## src/hw/rtl/tbeq_pkg.sv

```systemverilog
// ----------------------------------------------------------------------------
// tbeq_pkg
// Shared types and fixed constants of the three-band equaliser.
// ----------------------------------------------------------------------------
package tbeq_pkg;

	localparam int N_CH       = 2;
	localparam int N_STAGES   = 4;
	localparam int STAGE_W    = $clog2(N_STAGES);
	localparam int SLOT_W     = 1 + STAGE_W;
	localparam int N_SLOTS    = N_CH * N_STAGES;
	localparam int HIST_DEPTH = 3;

	localparam int CFG_IDX_W  = 3;
	localparam int COEF_REG_W = 17;
	localparam int GAIN_W     = 16;
	localparam int GAIN_FRAC  = 14;

	localparam logic [COEF_REG_W-1:0] LOW_COEF_RST  = 17'd7466;
	localparam logic [COEF_REG_W-1:0] HIGH_COEF_RST = 17'd45706;
	localparam logic [GAIN_W-1:0]     GAIN_RST      = 16'd16384;

	typedef enum logic [CFG_IDX_W-1:0] {
		CFG_LOW_COEF  = 3'd0,
		CFG_HIGH_COEF = 3'd1,
		CFG_LOW_GAIN  = 3'd2,
		CFG_MID_GAIN  = 3'd3,
		CFG_HIGH_GAIN = 3'd4
	} cfg_idx_t;

	typedef enum logic [2:0] {
		ST_IDLE,
		ST_POLE,
		ST_PREP,
		ST_GAIN,
		ST_DRAIN,
		ST_FIN
	} eq_state_t;

	// travels with each multiply through the pipeline
	typedef struct packed {
		logic               gain;
		logic               ch;
		logic [STAGE_W-1:0] stage;
		logic               first;
		logic               last;
	} mul_tag_t;

endpackage

```

## src/hw/rtl/tbeq_mul.sv

```systemverilog
// ----------------------------------------------------------------------------
// tbeq_mul
// Three-stage signed by unsigned multiplier built from two half-width
// partial products, with a tag carried alongside.
// ----------------------------------------------------------------------------
module tbeq_mul #(
	parameter int A_W = 41,
	parameter int B_W = 18,
	localparam int P_W = A_W + B_W + 1
) (
	input  logic                     clk,
	input  logic                     arst_n,
	input  logic                     in_v,
	input  tbeq_pkg::mul_tag_t       in_tag,
	input  logic signed [A_W-1:0]    a,
	input  logic [B_W-1:0]           b,
	output logic                     out_v,
	output tbeq_pkg::mul_tag_t       out_tag,
	output logic signed [P_W-1:0]    prod
);

	localparam int ALW = (A_W + 1) / 2;
	localparam int AHW = A_W - ALW;

	logic                     v_s1, v_s2;
	tbeq_pkg::mul_tag_t       tag_s1, tag_s2;
	logic [ALW+B_W-1:0]       lo_s1, lo_s2;
	logic signed [AHW-1:0]    ahi_s1;
	logic [B_W-1:0]           b_s1;
	logic signed [AHW+B_W:0]  hi_s2;
	logic signed [P_W-1:0]    hi_ext;
	logic [P_W-1:0]           lo_ext;

	always_ff @(posedge clk or negedge arst_n) begin
		if (!arst_n) begin
			v_s1  <= 1'b0;
			v_s2  <= 1'b0;
			out_v <= 1'b0;
		end else begin
			v_s1  <= in_v;
			v_s2  <= v_s1;
			out_v <= v_s2;
		end
	end

	always_ff @(posedge clk) begin
		tag_s1  <= in_tag;
		lo_s1   <= a[ALW-1:0] * b;
		ahi_s1  <= a[A_W-1:ALW];
		b_s1    <= b;
		tag_s2  <= tag_s1;
		lo_s2   <= lo_s1;
		hi_s2   <= ahi_s1 * $signed({1'b0, b_s1});
		out_tag <= tag_s2;
		prod    <= (hi_ext <<< ALW) + $signed(lo_ext);
	end

	assign hi_ext = P_W'(hi_s2);
	assign lo_ext = P_W'(lo_s2);

endmodule

```

## config.mk

```make
export PLATFORM = sky130hd
export DESIGN_NAME = tbeq_mul
export DESIGN_NICKNAME = d
export VERILOG_FILES = /design/src/hw/rtl/tbeq_pkg.sv /design/src/hw/rtl/tbeq_mul.sv
export SDC_FILE = /design/constraint.sdc
export NUM_CORES = 2
export LEC_CHECK = 0
export ABC_AREA = 1
export BUFFER_PORTS_ARGS = -buffer_cell sky130_fd_sc_hd__buf_2
export CORE_AREA = 2 2 342 344
export CTS_CLUSTER_DIAMETER = 150
export DETAILED_ROUTE_END_ITERATION = 12
export DIE_AREA = 0 0 344 346
export PLACE_DENSITY_LB_ADDON = 0.12
export SLEW_MARGIN = 20
export SYNTH_ARGS = -nofsm -noshare
export SYNTH_HDL_FRONTEND = slang
export SYNTH_SLANG_ARGS = --single-unit
```

## constraint.sdc

```tcl
create_clock -name clk -period 12.7 [get_ports clk]
set_clock_uncertainty 0.2 [all_clocks]
set_input_delay 1.905 -clock clk [delete_from_list [all_inputs] [get_ports clk]]
set_output_delay 1.905 -clock clk [all_outputs]
set_load 0.01 [all_outputs]
```

* Yosys cells after proc, flatten, opt, wreduce, memory -nomap -nowiden
Cells that the tools add are included.
** Word-level totals
- Register bits after elaboration :: 236
- Input port bits :: 68
** Operators by class
- $mul :: 2
- Add/sub/neg operators :: 1
** Operator list (number)
- adder 60 x 40 -> 60 bit :: 1
- multiplier 20 x 19 -> 39 bit :: 1
- multiplier 21 x 18 -> 39 bit :: 1

* Logic depth before layout (Yosys ltp)
- Word-level depth :: 1
- Mapped depth :: 29
- Gate-level depth less buffers :: 27

* Least setup slack after synthesis
No wires, ideal clock.
- Path type :: input to register
- Start point :: in a[19]
- End point :: reg lo_s1[36]
- Path slack :: 5514 ps
- Setup time :: 112 ps
- Cell stages on the path :: 25
- Buffers on the path :: 2
- Arrival :: 6873 ps
- Cell sequence :: clkbuf_1 buf_1 nand2_1 fa_1 inv_1 fa_1 inv_1 fa_1 inv_1 fa_1 fa_1 inv_1 fa_1 inv_1 ha_1 nand2_2 inv_1 a21oi_2 nor2_1 nor2_1 nor2_1 nor2_1 nand2_1 nand2_1 nand2_1
** Between the ends
- Cells in the longest elaborated chain, start to end :: 1
** Ends and longest elaborated chain
- from (decl) :: line tbeq_mul.sv:15 : input logic signed [A_W-1:0] a,
- multiplier 21 x 18 -> 39 bit :: line tbeq_mul.sv:48 : lo_s1 <= a[ALW-1:0] * b;
- to (signal assigned) :: line tbeq_mul.sv:48
- to (decl) :: line tbeq_mul.sv:27 : logic [ALW+B_W-1:0] lo_s1, lo_s2;
No other way between the ends.

* Final worst setup path
- Start point :: in a[13]
- End point :: reg lo_s1[35]
The elaborated chain is that of the path after synthesis.

==> flow_summary.yaml <==
routing:
  vias: 25914
  firstDrtPassIters: 5
  first_iter_violations: 1271
  drcViolationCount: 0
  viasPerCell: 4.31
  top_layer: "met4"
  wl_met1_um: 45300
  dr_wl_met2_um: 53700
  antenna_left: 0
  routed_wl_um: 107000
  met3_length_um: 3220
  wl_per_cell_um: 17.7
synth:
  synth_top_cell_by_area: "fa_1"
  synth_top_area_share: 0.390
  ys_async_sr_fraction: 0.0127
  synth_area_leaders: "fa_1, inv_1, nand2_1"
  synth_cell_types: 35
  syn_inst: 4415
  ys_seq_area_frac: 0.138
  synth_area_mm2: 0.0343
  syn_area_per_cell_um2: 7.78
  synth_ff_type: "dfxtp_1"
  ys.warnings.count: 0
  synth_nets: 5387
  synth-edff-count: 0
  ys_ff_latch: 236
run:
  drv_cap: 0
place:
  dp_hpwl_um: 86700
  dp_slack_ns: 5.05
  portBuffers: 134
  post-place-cells: 5948
  gp_congestion: 0.850
clocking:
  cts-root-buf: "clkbuf_16"
  cts_tree: "built"
  clkTransAtPathRegs_ns: 0.06
  clock-sinks: 236
  clk_path_buf_depth: 3
  post_cts_buffers: 0
  clock_latency_ns: 0.60
  postCtsResizedCells: 0
  htreeDepth: 2
  ctsHoldBuffers: 0
  numCtsBuffers: 35
setup_path:
  rr_startpoint: "ahi_s1[19]"
  rr_worst_depth: 22
  cp.arrival_ns: 7.32
  setup.worst_path.end_class: "flop"
  r2r-end: "hi_s2[36]"
  cp_max_fo: 18
  crit_type: "input pin to flop"
  cp-start-kind: "input pin"
  crit_required_ns: 12.96
  reg2reg_slack_ns: 5.74
grt:
  grt_pass1_wl_um: 169000
  grt_use_total: 0.188
  antenna_found_initial: 1
  grt_max_degree: 23
  grt_pass1_vias: 28613
  overflow: 0
status:
  status: "finished, final reports clean"
layout:
  multi_input_area_mm2: 0.0241
  n_antenna_cell: 0
  nets: 5433
  regArea_mm2: 0.00474
  layout_common_cells: "inv_1, nand2_1, fa_1"
  fillers: 12649
  final_common_cell: "inv_1"
  drive_gt1_frac: 0.0602
  fin_cells: 6012
  syn2layout_area_growth_pct: 10.0
timing:
  post-route-period-util: 0.556
  fin_ws_ns: 5.64
  hold_viol: 0
  tns_ns: 0
  setup_violations: 0
  min_period_ns: 7.06
  slew_violations: 0
  tightest_slew_ns: 1.01
  rsz0062_at_grt: "no"
  relSlewSlack: 0.328
  max_freq_mhz: 142
floorplanning:
  rows: 125
  ios: 135
  start_util: 0.298
  dieWidth_um: 344
  fp.dieH_um: 346
  dieArea_mm2: 0.119
  core_area_mm2: 0.115
min_path:
  min_path_cells: 0
  hp-class: "flop to flop"
  min_from: "lo_s2[15]"
  hold_path_end: "prod[15]"
[kinds of logic (layout without fill, tap and decap cells)]
kind of cell	count (synthesis)	after routing	synth area share
AND/OR/NAND/NOR	1595	1595	0.186
buffers and inverters	1476	1549	0.161
adder cells (fa/ha/maj)	904	904	0.476
flip-flops	236	236	0.138
AO/OA/AOI/OAI	145	145	0.0237
XOR/XNOR	59	59	0.0150
[state kept, by name, summed over array words and instances (netlist names)]
register and flops:
prod 60, hi_s2 39, lo_s1 39, lo_s2 39
ahi_s1 20, b_s1 18, out_tag 6, tag_s1 6
tag_s2 6, out_v 1, v_s1 1, v_s2 1
[critical path: stages]
cell and delay, ns:
buf_2 0.48, nand2_1 0.17, fa_1 0.56, inv_1 0.06, fa_1 0.54, inv_1 0.06, fa_1 0.49, inv_1 0.05
fa_1 0.53, inv_1 0.05, fa_1 0.47, inv_1 0.05, fa_1 0.44, ha_1 0.41, nand2_1 0.15, nor2_1 0.15
inv_1 0.10, nor3_2 0.14, nand2_1 0.08, nand2_1 0.16, nand2_1 0.12, nand3_1 0.09, nand2_1 0.07
[cell type report]
type	count	share of cell area
Inverter	1322	0.131
Clock inverter	20	0.00745
Tap cell	1524	0.0505
Timing Repair Buffer	163	0.0235
Multi-Input combinational cell	2703	0.637
Clock buffer	44	0.0249
Sequential cell	236	0.125
[metal layers]
metal / up-vias / GRT usage
met5: - / 0
met4: 0 / 0.0745
met3: 145 / 0.0193
met2: 442 / 0.336
met1: 12813 / 0.229
li1: 12514 / -
[metrics by stage]
step                utilization  instance area (um^2)  hold slack (ns)
finish                    0.327                 37800            0.106
global route              0.327                 37800            0.102
CTS                       0.327                 37800           0.0995
detailed placement        0.317                 36600            0.112
global placement          0.317                 36600            0.110
floorplan                     -                 34300            0.110
[Yosys cell counts, types with 8 or more instances]
library cell,n
o21bai_1,15
nand3_1,108
xnor2_1,9
buf_1,17
a21oi_1,80
nor3_1,16
nor2_1,142
clkbuf_1,137
ha_1,234
fa_1,670
o21ai_0,30
dfxtp_1,233
nand4_1,19
nand2_1,1257
nand2_2,8
nor2_2,13
nor3_2,9
inv_1,1320
xor2_1,50
[worst max-delay path by stage]
stage	start	endpoint	slack, ns	cells after the start
floorplan	a[19]	lo_s1[36]	5.51	25
global placement	a[13]	lo_s1[22]	5.05	22
detailed placement	a[13]	lo_s1[20]	5.05	21
CTS	a[13]	lo_s1[20]	5.64	21
global route	ahi_s1[19]	hi_s2[38]	5.26	21
finish	a[13]	lo_s1[35]	5.64	23
Power is left out: the tool's default activity adds up to more than one toggle a clock period on the data nets, which glitch-free logic cannot reach.
