===== src/hw/rtl/tbeq_ram.sv =====
// ----------------------------------------------------------------------------
// tbeq_ram
// Generic simple dual-port RAM, one write and one registered read port.
// ----------------------------------------------------------------------------
module tbeq_ram #(
	parameter int WIDTH = 40,
	parameter int DEPTH = 8,
	localparam int ADDR_W = $clog2(DEPTH)
) (
	input  logic              clk,
	input  logic              we,
	input  logic [ADDR_W-1:0] waddr,
	input  logic [WIDTH-1:0]  wdata,
	input  logic              re,
	input  logic [ADDR_W-1:0] raddr,
	output logic [WIDTH-1:0]  rdata
);

	logic [WIDTH-1:0] mem [DEPTH];

	always_ff @(posedge clk) begin
		if (we) begin
			mem[waddr] <= wdata;
		end
		if (re) begin
			rdata <= mem[raddr];
		end
	end

endmodule


===== config.mk =====
export PLATFORM = sky130hd
export DESIGN_NAME = tbeq_ram
export DESIGN_NICKNAME = d
export VERILOG_FILES = /design/src/hw/rtl/tbeq_ram.sv
export SDC_FILE = /design/constraint.sdc
export NUM_CORES = 1
export LEC_CHECK = 0
export BUFFER_PORTS_ARGS = -buffer_cell sky130_fd_sc_hd__buf_2
export CAP_MARGIN = 0
export CORE_AREA = 2 2 149 151
export CTS_CLUSTER_DIAMETER = 80
export DETAILED_ROUTE_END_ITERATION = 12
export DIE_AREA = 0 0 151 153
export PLACE_DENSITY = 0.83
export SLEW_MARGIN = 20
export SYNTH_ARGS = -nofsm -noshare
export SYNTH_HDL_FRONTEND = slang
export SYNTH_SLANG_ARGS = --single-unit

===== constraint.sdc =====
create_clock -name clk -period 12.7 [get_ports clk]
set_input_delay 2.54 -clock clk [delete_from_list [all_inputs] [get_ports clk]]
set_output_delay 2.54 -clock clk [all_outputs]
set_load 0.05 [all_outputs]

==> Yosys cells after proc, flatten, opt, wreduce, memory -nomap -nowiden <==
Memories as Yosys holds them, arrays and structs flattened. A register that Yosys moved wholly into a read port is not among the register bits.
Index checks and enable logic that the tools add are counted.
Widths: inputs -> output; s select.
{ "totals": {"wordCells": 3, "rom_bits": 0, "latch_bits": 0, "reg_bits": 0, "inputBits": 49, "ram_bits": 320, "n_memories": 1, "out_inout_bits": 40} }
{ "op_classes": {"add_sub_neg": 0, "shifts": 0, "bitwise": 0, "n_mul": 0, "n_eq_ne": 0, "n_lt_le_gt_ge": 0, "div_mod_pow": 0, "muxes": 2, "n_reduce_logical": 0} }
{ "mem_list": {"columns": ["name", "depth", "width", "read_ports", "rd_clocked_by_memory_dff", "wr", "line", "rtl"], "rows": [
  ["mem", 8, 40, 1, 1, 1, "19", "logic [WIDTH-1:0] mem [DEPTH];"]
]} }
{ "ops": {"columns": ["operator", "n"], "rows": [
  ["$mux 1", 2]
]} }

==> Longest topological paths before layout <==
Gate-level depths: netlist (run 1).
{ "logic_depth": {"depth_word": 2, "mapped_depth": 4, "depth_no_buf": 2} }

==> Least setup slack after synthesis (run 1) <==
Ideal clock, no wire load.
{ "synth_timing": {"path_kind": "input port to flip-flop", "startpoint": "input port waddr[2]", "endpoint": "memory mem[0][0], enable pin", "setup_ps": 487, "t_arrival_ps": 5462, "cell_stages": 2, "path_slack_ps": 6751, "path_buffers": 0, "required_time_ps": 12213, "path_cell_list": "nand2b_1 -> nor3_1"} }
{ "synth_lines": {"columns": ["item", "line", "rtl"], "rows": [
  ["start: declaration", "12", "input logic [ADDR_W-1:0] waddr,"],
  ["end: declaration", "19", null]
]} }
No word-level cell before the write port.

==> summary.md, run 1 <==
| Metric | Value |
|---|---|
| Sequential-to-total area share from yosys stat | `79.7%` |
| Power density over the cells | `161 nW/um^2` |
| CTS resizes | `0` |
| Max_cap viols | `0` |
| Slew HR | `31.7%` |
| Final net count | `679` |
| Clock Pin Slew Worst Setup and Hold Paths | `60 ps` |
| # DRC | `0` |
| Achievable Freq | `240 MHz` |
| Comb power frac | `6.1%` |
| Root buffer cell | `clkbuf_16` |
| Status | `finished clean` |
| Cell count after synthesis | `515` |
| Global-route wire length before repair | `35.9 mm` |
| Sequential power share | `55.3%` |
| Placed Cells incl. Taps | `872` |
| Synth top area share | `79.7%` |
| CTS max path bufs | `3` |
| Leak | `5.24 nW` |
| Count of non-filler cells in the finished layout | `932` |
| Top delay family on crit path | `multiplexers` |
| Arr. time, crit path | `4410 ps` |
| Synth Net Count | `564` |
| Sw Share | `20.5%` |
| Initial antenna violation count | `4` |
| Int Pwr | `1.97 mW` |
| Share of layout cells above drive strength 1 | `29.2%` |
| Post-synth top cells | `edfxtp_1 (360), mux4_1 (80), mux2_2 (40)` |
| Period utilisation layout | `32.8%` |
| Die height | `153 um` |
| Tot GR Track Use | `21.6%` |
| Worst VDD drop | `0.132 mV` |
| Vias in the first global route | `5991` |
| Cts hold-fix bufs | `0` |
| Final Max Slew Viols | `0` |
| Top Ports | `89` |
| Final setup violating endpoints | `0` |
| Clock Power Share | `38.6%` |
| Synth Area per Inst | `26.4 um^2` |
| Vias | `5815` |
| Postcts setup bufs | `0` |
| Crit start category | `input pin` |
| Layout Skew | `6.90 ps` |
| Row count | `54` |
| Leading area contributor after synthesis | `edfxtp_1` |
| Core area | `21500 um^2` |
| Cell variety after synth | `9` |
| 1st-iter DRT viols | `490` |
| Setup TNS | `0 ps` |
| Worst slew pin tran | `1020 ps` |
| ANT nets after route | `0` |
| Setup CP Type | `in -> reg` |
| CTS tree | `done` |
| Area Overhead vs Synth | `13.6%` |
| Initial Util | `63.2%` |
| Final GP Congestion | `0.700` |
| H-tree Lvls | `2` |
| Hold WC Path Type | `reg -> reg` |
| Synth Register Bits | `360` |
| Worst path required time | `12950 ps` |
| CP Capture Type | `flip-flop` |
| Sink Count | `360` |
| Most common cell in the netlist | `edfxtp_1` |
| CP max stage delay | `670 ps` |
| Detailed-placement wirelength estimate | `11.8 mm` |
| Primary FF master, synth | `edfxtp_1` |
| CP bufs+invs | `2` |
| Switching power | `0.508 mW` |
| Die width | `151 um` |
| Cts bufs inserted | `36` |
| Min Tclk post-route | `4160 ps` |
| Die ar. | `23100 um^2` |
| Final Hold Viols | `0` |
| EDFF count, synth | `360` |
| Gr ovfl total | `0` |
| Synth top area cells | `edfxtp_1 (80%), mux4_1 (15%), mux2_2 (3.3%)` |
| Port bufs | `88` |
| Drt pass-1 iters | `4` |
| CP Cell Sequence | `buf_4, buf_6, mux4_1, mux2_2` |
| Synth Cell Area | `13600 um^2` |
| Critical path fanouts, max | `68` |
| RSZ-0062 raised after global routing | `no` |
| Clk Latency, worst-skew pair | `500 ps` |
| Critical path's slowest cell | `mux4_1` |
| Via density | `6.24` |
| Synth Warn # | `0` |
| Largest net degree at the start of global routing | `81` |
| Wire per inst | `25.8 um` |
| Total Wirelength | `24.0 mm` |
| Ys async rst share | `0%` |
[power by group through the flow]
stage / Sequential (mW) / Combinational (mW) / Clock [mW]
after floorplan: 1.43 / 0.0654 / 0
after global placement: 1.39 / 0.146 / 0
after detailed placement: 1.39 / 0.151 / 0
after CTS: 1.37 / 0.152 / 0.974
after global routing: 1.37 / 0.160 / 1.02
final: 1.37 / 0.151 / 0.955
[path summary, 6_finish.rpt]
kind | cells past startpoint | slack (ps) | end | startpoint
min reg2reg | 2 | 740 | rdata[11]$_DFFE_PP_ | mem[7][11]$_DFFE_PP_
max | 4 | 8540 | rdata[7]$_DFFE_PP_ | raddr[0]
min | 2 | 740 | rdata[11]$_DFFE_PP_ | mem[7][11]$_DFFE_PP_
max reg2reg | 2 | 11260 | rdata[7]$_DFFE_PP_ | mem[1][7]$_DFFE_PP_
[state kept, by name (all words and copies together), names as in the netlist]
signal	flops
mem	320
rdata	40
[through the flow]
step                      total power, mW  instance area (um^2)  hold WS, ps  util [%]  setup slack [ps]
after detailed placement             1.55                 14400          734      66.8              7750
final                                2.48                 15400          742      71.7              8540
after floorplan                      1.49                 13600          716         -              6750
after global routing                 2.55                 15400          762      71.7              8500
after global placement               1.54                 14400          720      66.8              7810
after CTS                            2.50                 15400          745      71.7              8290
[tightest hold or removal path, cell delays in order, from the launching register on]
cell and delay (ps):
edfxtp_1 310, mux4_1 200, mux2_2 130
[cells by family (layout without fill, tap and decap cells)]
logic type / count (synthesis) / in the layout / share of synthesized area (%)
other: 0 / 1 / 0
multiplexers: 120 / 120 / 18.8
AND/OR/NAND/NOR: 13 / 13 / 0.433
buffers and inverters: 22 / 158 / 1.11
flip-flops: 360 / 360 / 79.7
[layout by cell type, fill, tap and decap left out, types with 2 or more instances in the layout]
master and instances:
clkbuf_16 37, edfxtp_1 360, clkinv_1 3, nand2b_1 3, buf_2 86, clkinv_2 4, clkbuf_1 13, mux4_1 80
nand2_1 2, mux2_2 40, buf_4 12, nor2_4 6
[final cells by class]
cell class                      instances  area [um^2]
Antenna cell                            1         2.50
Sequential cell                       360        10800
Fill cell                            1208         6070
Multi-Input combinational cell        133         2670
Tap cell                              280          350
Clock buffer                           50          975
Clock inverter                          9         72.6
Timing Repair Buffer                   99          532
[routing by layer]
metal  vias to the layer above  global-route usage (%)  routed length (um)
met1                      3025                    31.1                9830
li1                       2517                       -                   -
met4                         6                    6.54                 591
met3                        48                    4.63                1570
met2                       219                    34.2               12000
met5                         -                       0                  33
(Power assumes the default switching activity.)
==> run 2: changes to the inputs <==
Settings changed: CORE_AREA 2 2 149 151 to 2 2 154 156, DIE_AREA 0 0 151 153 to 0 0 156 158, PLACE_DENSITY 0.83 to 0.78.
Clock period 12.7 ns to 4.1 ns, I/O delays scaled along.
==> summary.md, run 2 (same netlist as run 1, synthesis figures left out) <==
| Metric | Value |
|---|---|
| Comb power frac | `6.1% (about the same)` |
| Global-route wire length before repair | `35.8 mm (-0.17%)` |
| Clk Latency, worst-skew pair | `510 ps (about the same)` |
| Die ar. | `24600 um^2 (+6.7%)` |
| Total Wirelength | `24.2 mm (+0.89%)` |
| # DRC | `0 (unchanged)` |
| Largest regs | `mem: 320 flops, rdata: 40 flops` |
| Largest Register | `mem` |
| CP Cell Sequence | `buf_4, buf_4, mux4_1, mux2_2` |
| Clock Power Share | `39.6% (+1.0 points)` |
| Area Overhead vs Synth | `15.0%` |
| Tot GR Track Use | `20.3% (-1.3 points)` |
| Final setup violating endpoints | `0 (unchanged)` |
| Setup CP Type | `in -> reg` |
| Worst path required time | `4350 ps (-8600 ps)` |
| Status | `finished clean` |
| Setup TNS | `0 ps (unchanged)` |
| Wire per inst | `25.5 um (-0.92%)` |
| Critical path fanouts, max | `35 (-49%)` |
| Drt pass-1 iters | `4 (unchanged)` |
| Final Total Pwr | `7.81 mW (+220%)` |
| Sequential power share | `54.3% (-1.0 points)` |
| Core area | `23100 um^2 (+7.3%)` |
| Placement Setup Slack | `1220 ps (-6530 ps)` |
| Share of layout cells above drive strength 1 | `30.0% (+0.80 points)` |
| Detailed-placement wirelength estimate | `12.5 mm (+6.0%)` |
| Count of non-filler cells in the finished layout | `949 (+1.8%)` |
| Row count | `56 (+3.7%)` |
| Hold WC Path Type | `in -> reg` |
| Via density | `6.11 (-2.0%)` |
| RSZ-0062 raised after global routing | `no` |
| ANT nets after route | `0 (unchanged)` |
| Gr ovfl total | `0 (unchanged)` |
| Crit start category | `input pin` |
| Clock Pin Slew Worst Setup and Hold Paths | `60 ps (about the same)` |
| Switching power | `1.59 mW (+210%)` |
| CTS max path bufs | `3 (unchanged)` |
| Vias in the first global route | `5981 (-0.17%)` |
| Fill count | `1398 (+16%)` |
| DP Area | `14500 um^2 (+0.94%)` |
| Commonest cells after routing, fill and taps aside | `edfxtp_1 (360), buf_2 (86), mux4_1 (80)` |
| Cts bufs inserted | `35 (-2.8%)` |
| Root buffer cell | `clkbuf_16` |
| Most common cell after layout, fill and taps aside | `edfxtp_1` |
| Max_cap viols | `0 (unchanged)` |
| Worst slew pin tran | `1000 ps (-20.7 ps)` |
| 1st-iter DRT viols | `374 (-24%)` |
| Leak | `5.31 nW (+1.3%)` |
| Vias | `5802 (-0.22%)` |
| H-tree Lvls | `2 (unchanged)` |
| Largest register FFs | `320 (unchanged)` |
| Min Tclk post-route | `2360 ps` |
| Critical path's slowest cell | `mux4_1` |
| Final Max Slew Viols | `0 (unchanged)` |
| CP Capture Type | `flip-flop` |
| Initial Util | `58.9% (-4.3 points)` |
| Cts hold-fix bufs | `0 (unchanged)` |
| Final net count | `681 (+0.29%)` |
| Slew HR | `33.1% (+1.4 points)` |
| Achievable Freq | `424 MHz` |
| Sink Count | `360 (unchanged)` |
| Top Ports | `89 (unchanged)` |
| Sw Share | `20.4% (-0.097 points)` |
| Initial antenna violation count | `3 (-1)` |
| Period utilisation layout | `57.5%` |
| Postcts setup bufs | `0 (unchanged)` |
| Layout Skew | `7.40 ps (+0.505 ps)` |
| Final Instance Area | `15600 um^2 (+1.3%)` |
| Die height | `158 um (+3.3%)` |
| Worst VDD drop | `0.315 mV (+140%)` |
| Largest net degree at the start of global routing | `81 (unchanged)` |
| Most used cell along the critical path | `buf_4` |
| CP max stage delay | `610 ps (-60 ps)` |
| Die width | `156 um (+3.3%)` |
| Power density over the cells | `500 nW/um^2 (+210%)` |
| Int Pwr | `6.22 mW (+220%)` |
| Final GP Congestion | `0.679 (-3.0%)` |
| Placed Cells incl. Taps | `885 (+1.5%)` |
| Final Hold Viols | `0 (unchanged)` |
| CTS resizes | `0 (unchanged)` |
| Final WS setup | `1740 ps (-6800 ps)` |
| Arr. time, crit path | `2610 ps (-1800 ps)` |
| CTS tree | `done` |
| Port bufs | `88 (unchanged)` |
run 2: cell type report:
class | instances | area [um^2] | area share [%]
clock buffer | 45 | 956 | 6.12
multi-input combinational | 133 | 2680 | 17.2
clock inverter | 17 | 156 | 1.00
antenna | 2 | 5.00 | 0.0321
timing repair buffer | 102 | 638 | 4.09
sequential | 360 | 10800 | 69.3
tap | 290 | 363 | 2.32
run 2: worst paths after layout:
path / start / to / slack [ps] / cells after the start
setup / recovery: raddr[0] / rdata[16]$_DFFE_PP_ / 1740 / 4
hold / removal: wdata[29] / mem[4][29]$_DFFE_PP_ / 580 / 1
hold reg to reg: mem[5][0]$_DFFE_PP_ / rdata[0]$_DFFE_PP_ / 740 / 2
setup reg to reg: mem[6][38]$_DFFE_PP_ / rdata[38]$_DFFE_PP_ / 2640 / 2
run 2: per-layer routing:
layer | routed length, um | track usage (%) | vias to the layer above
met5 | 13 | 0 | -
met4 | 512 | 6.12 | 2
met3 | 1340 | 3.67 | 43
met2 | 12500 | 35.2 | 180
met1 | 9820 | 26.7 | 3040
li1 | - | - | 2537
run 2: critical path, delay by kind of cell:
kind | cells | cell delay [ps]
multiplexers | 2 | 900
buffers and inverters | 2 | 850
run 2: stage by stage:
step                hold WS (ps)  util (%)
floorplan                    716         -
global placement             722      62.9
detailed placement           734      62.9
CTS                          557      67.7
global route                 572      67.7
finish                       580      67.7
run 2: power by group through the flow:
stage / Clock, mW / Sequential (mW) / Combinational, mW
2_1_floorplan: 0 / 4.42 / 0.203
3_3_place_gp: 0 / 4.31 / 0.465
3_5_place_dp: 0 / 4.32 / 0.478
4_1_cts: 3.15 / 4.24 / 0.482
5_1_grt: 3.28 / 4.25 / 0.504
6_report: 3.10 / 4.24 / 0.475
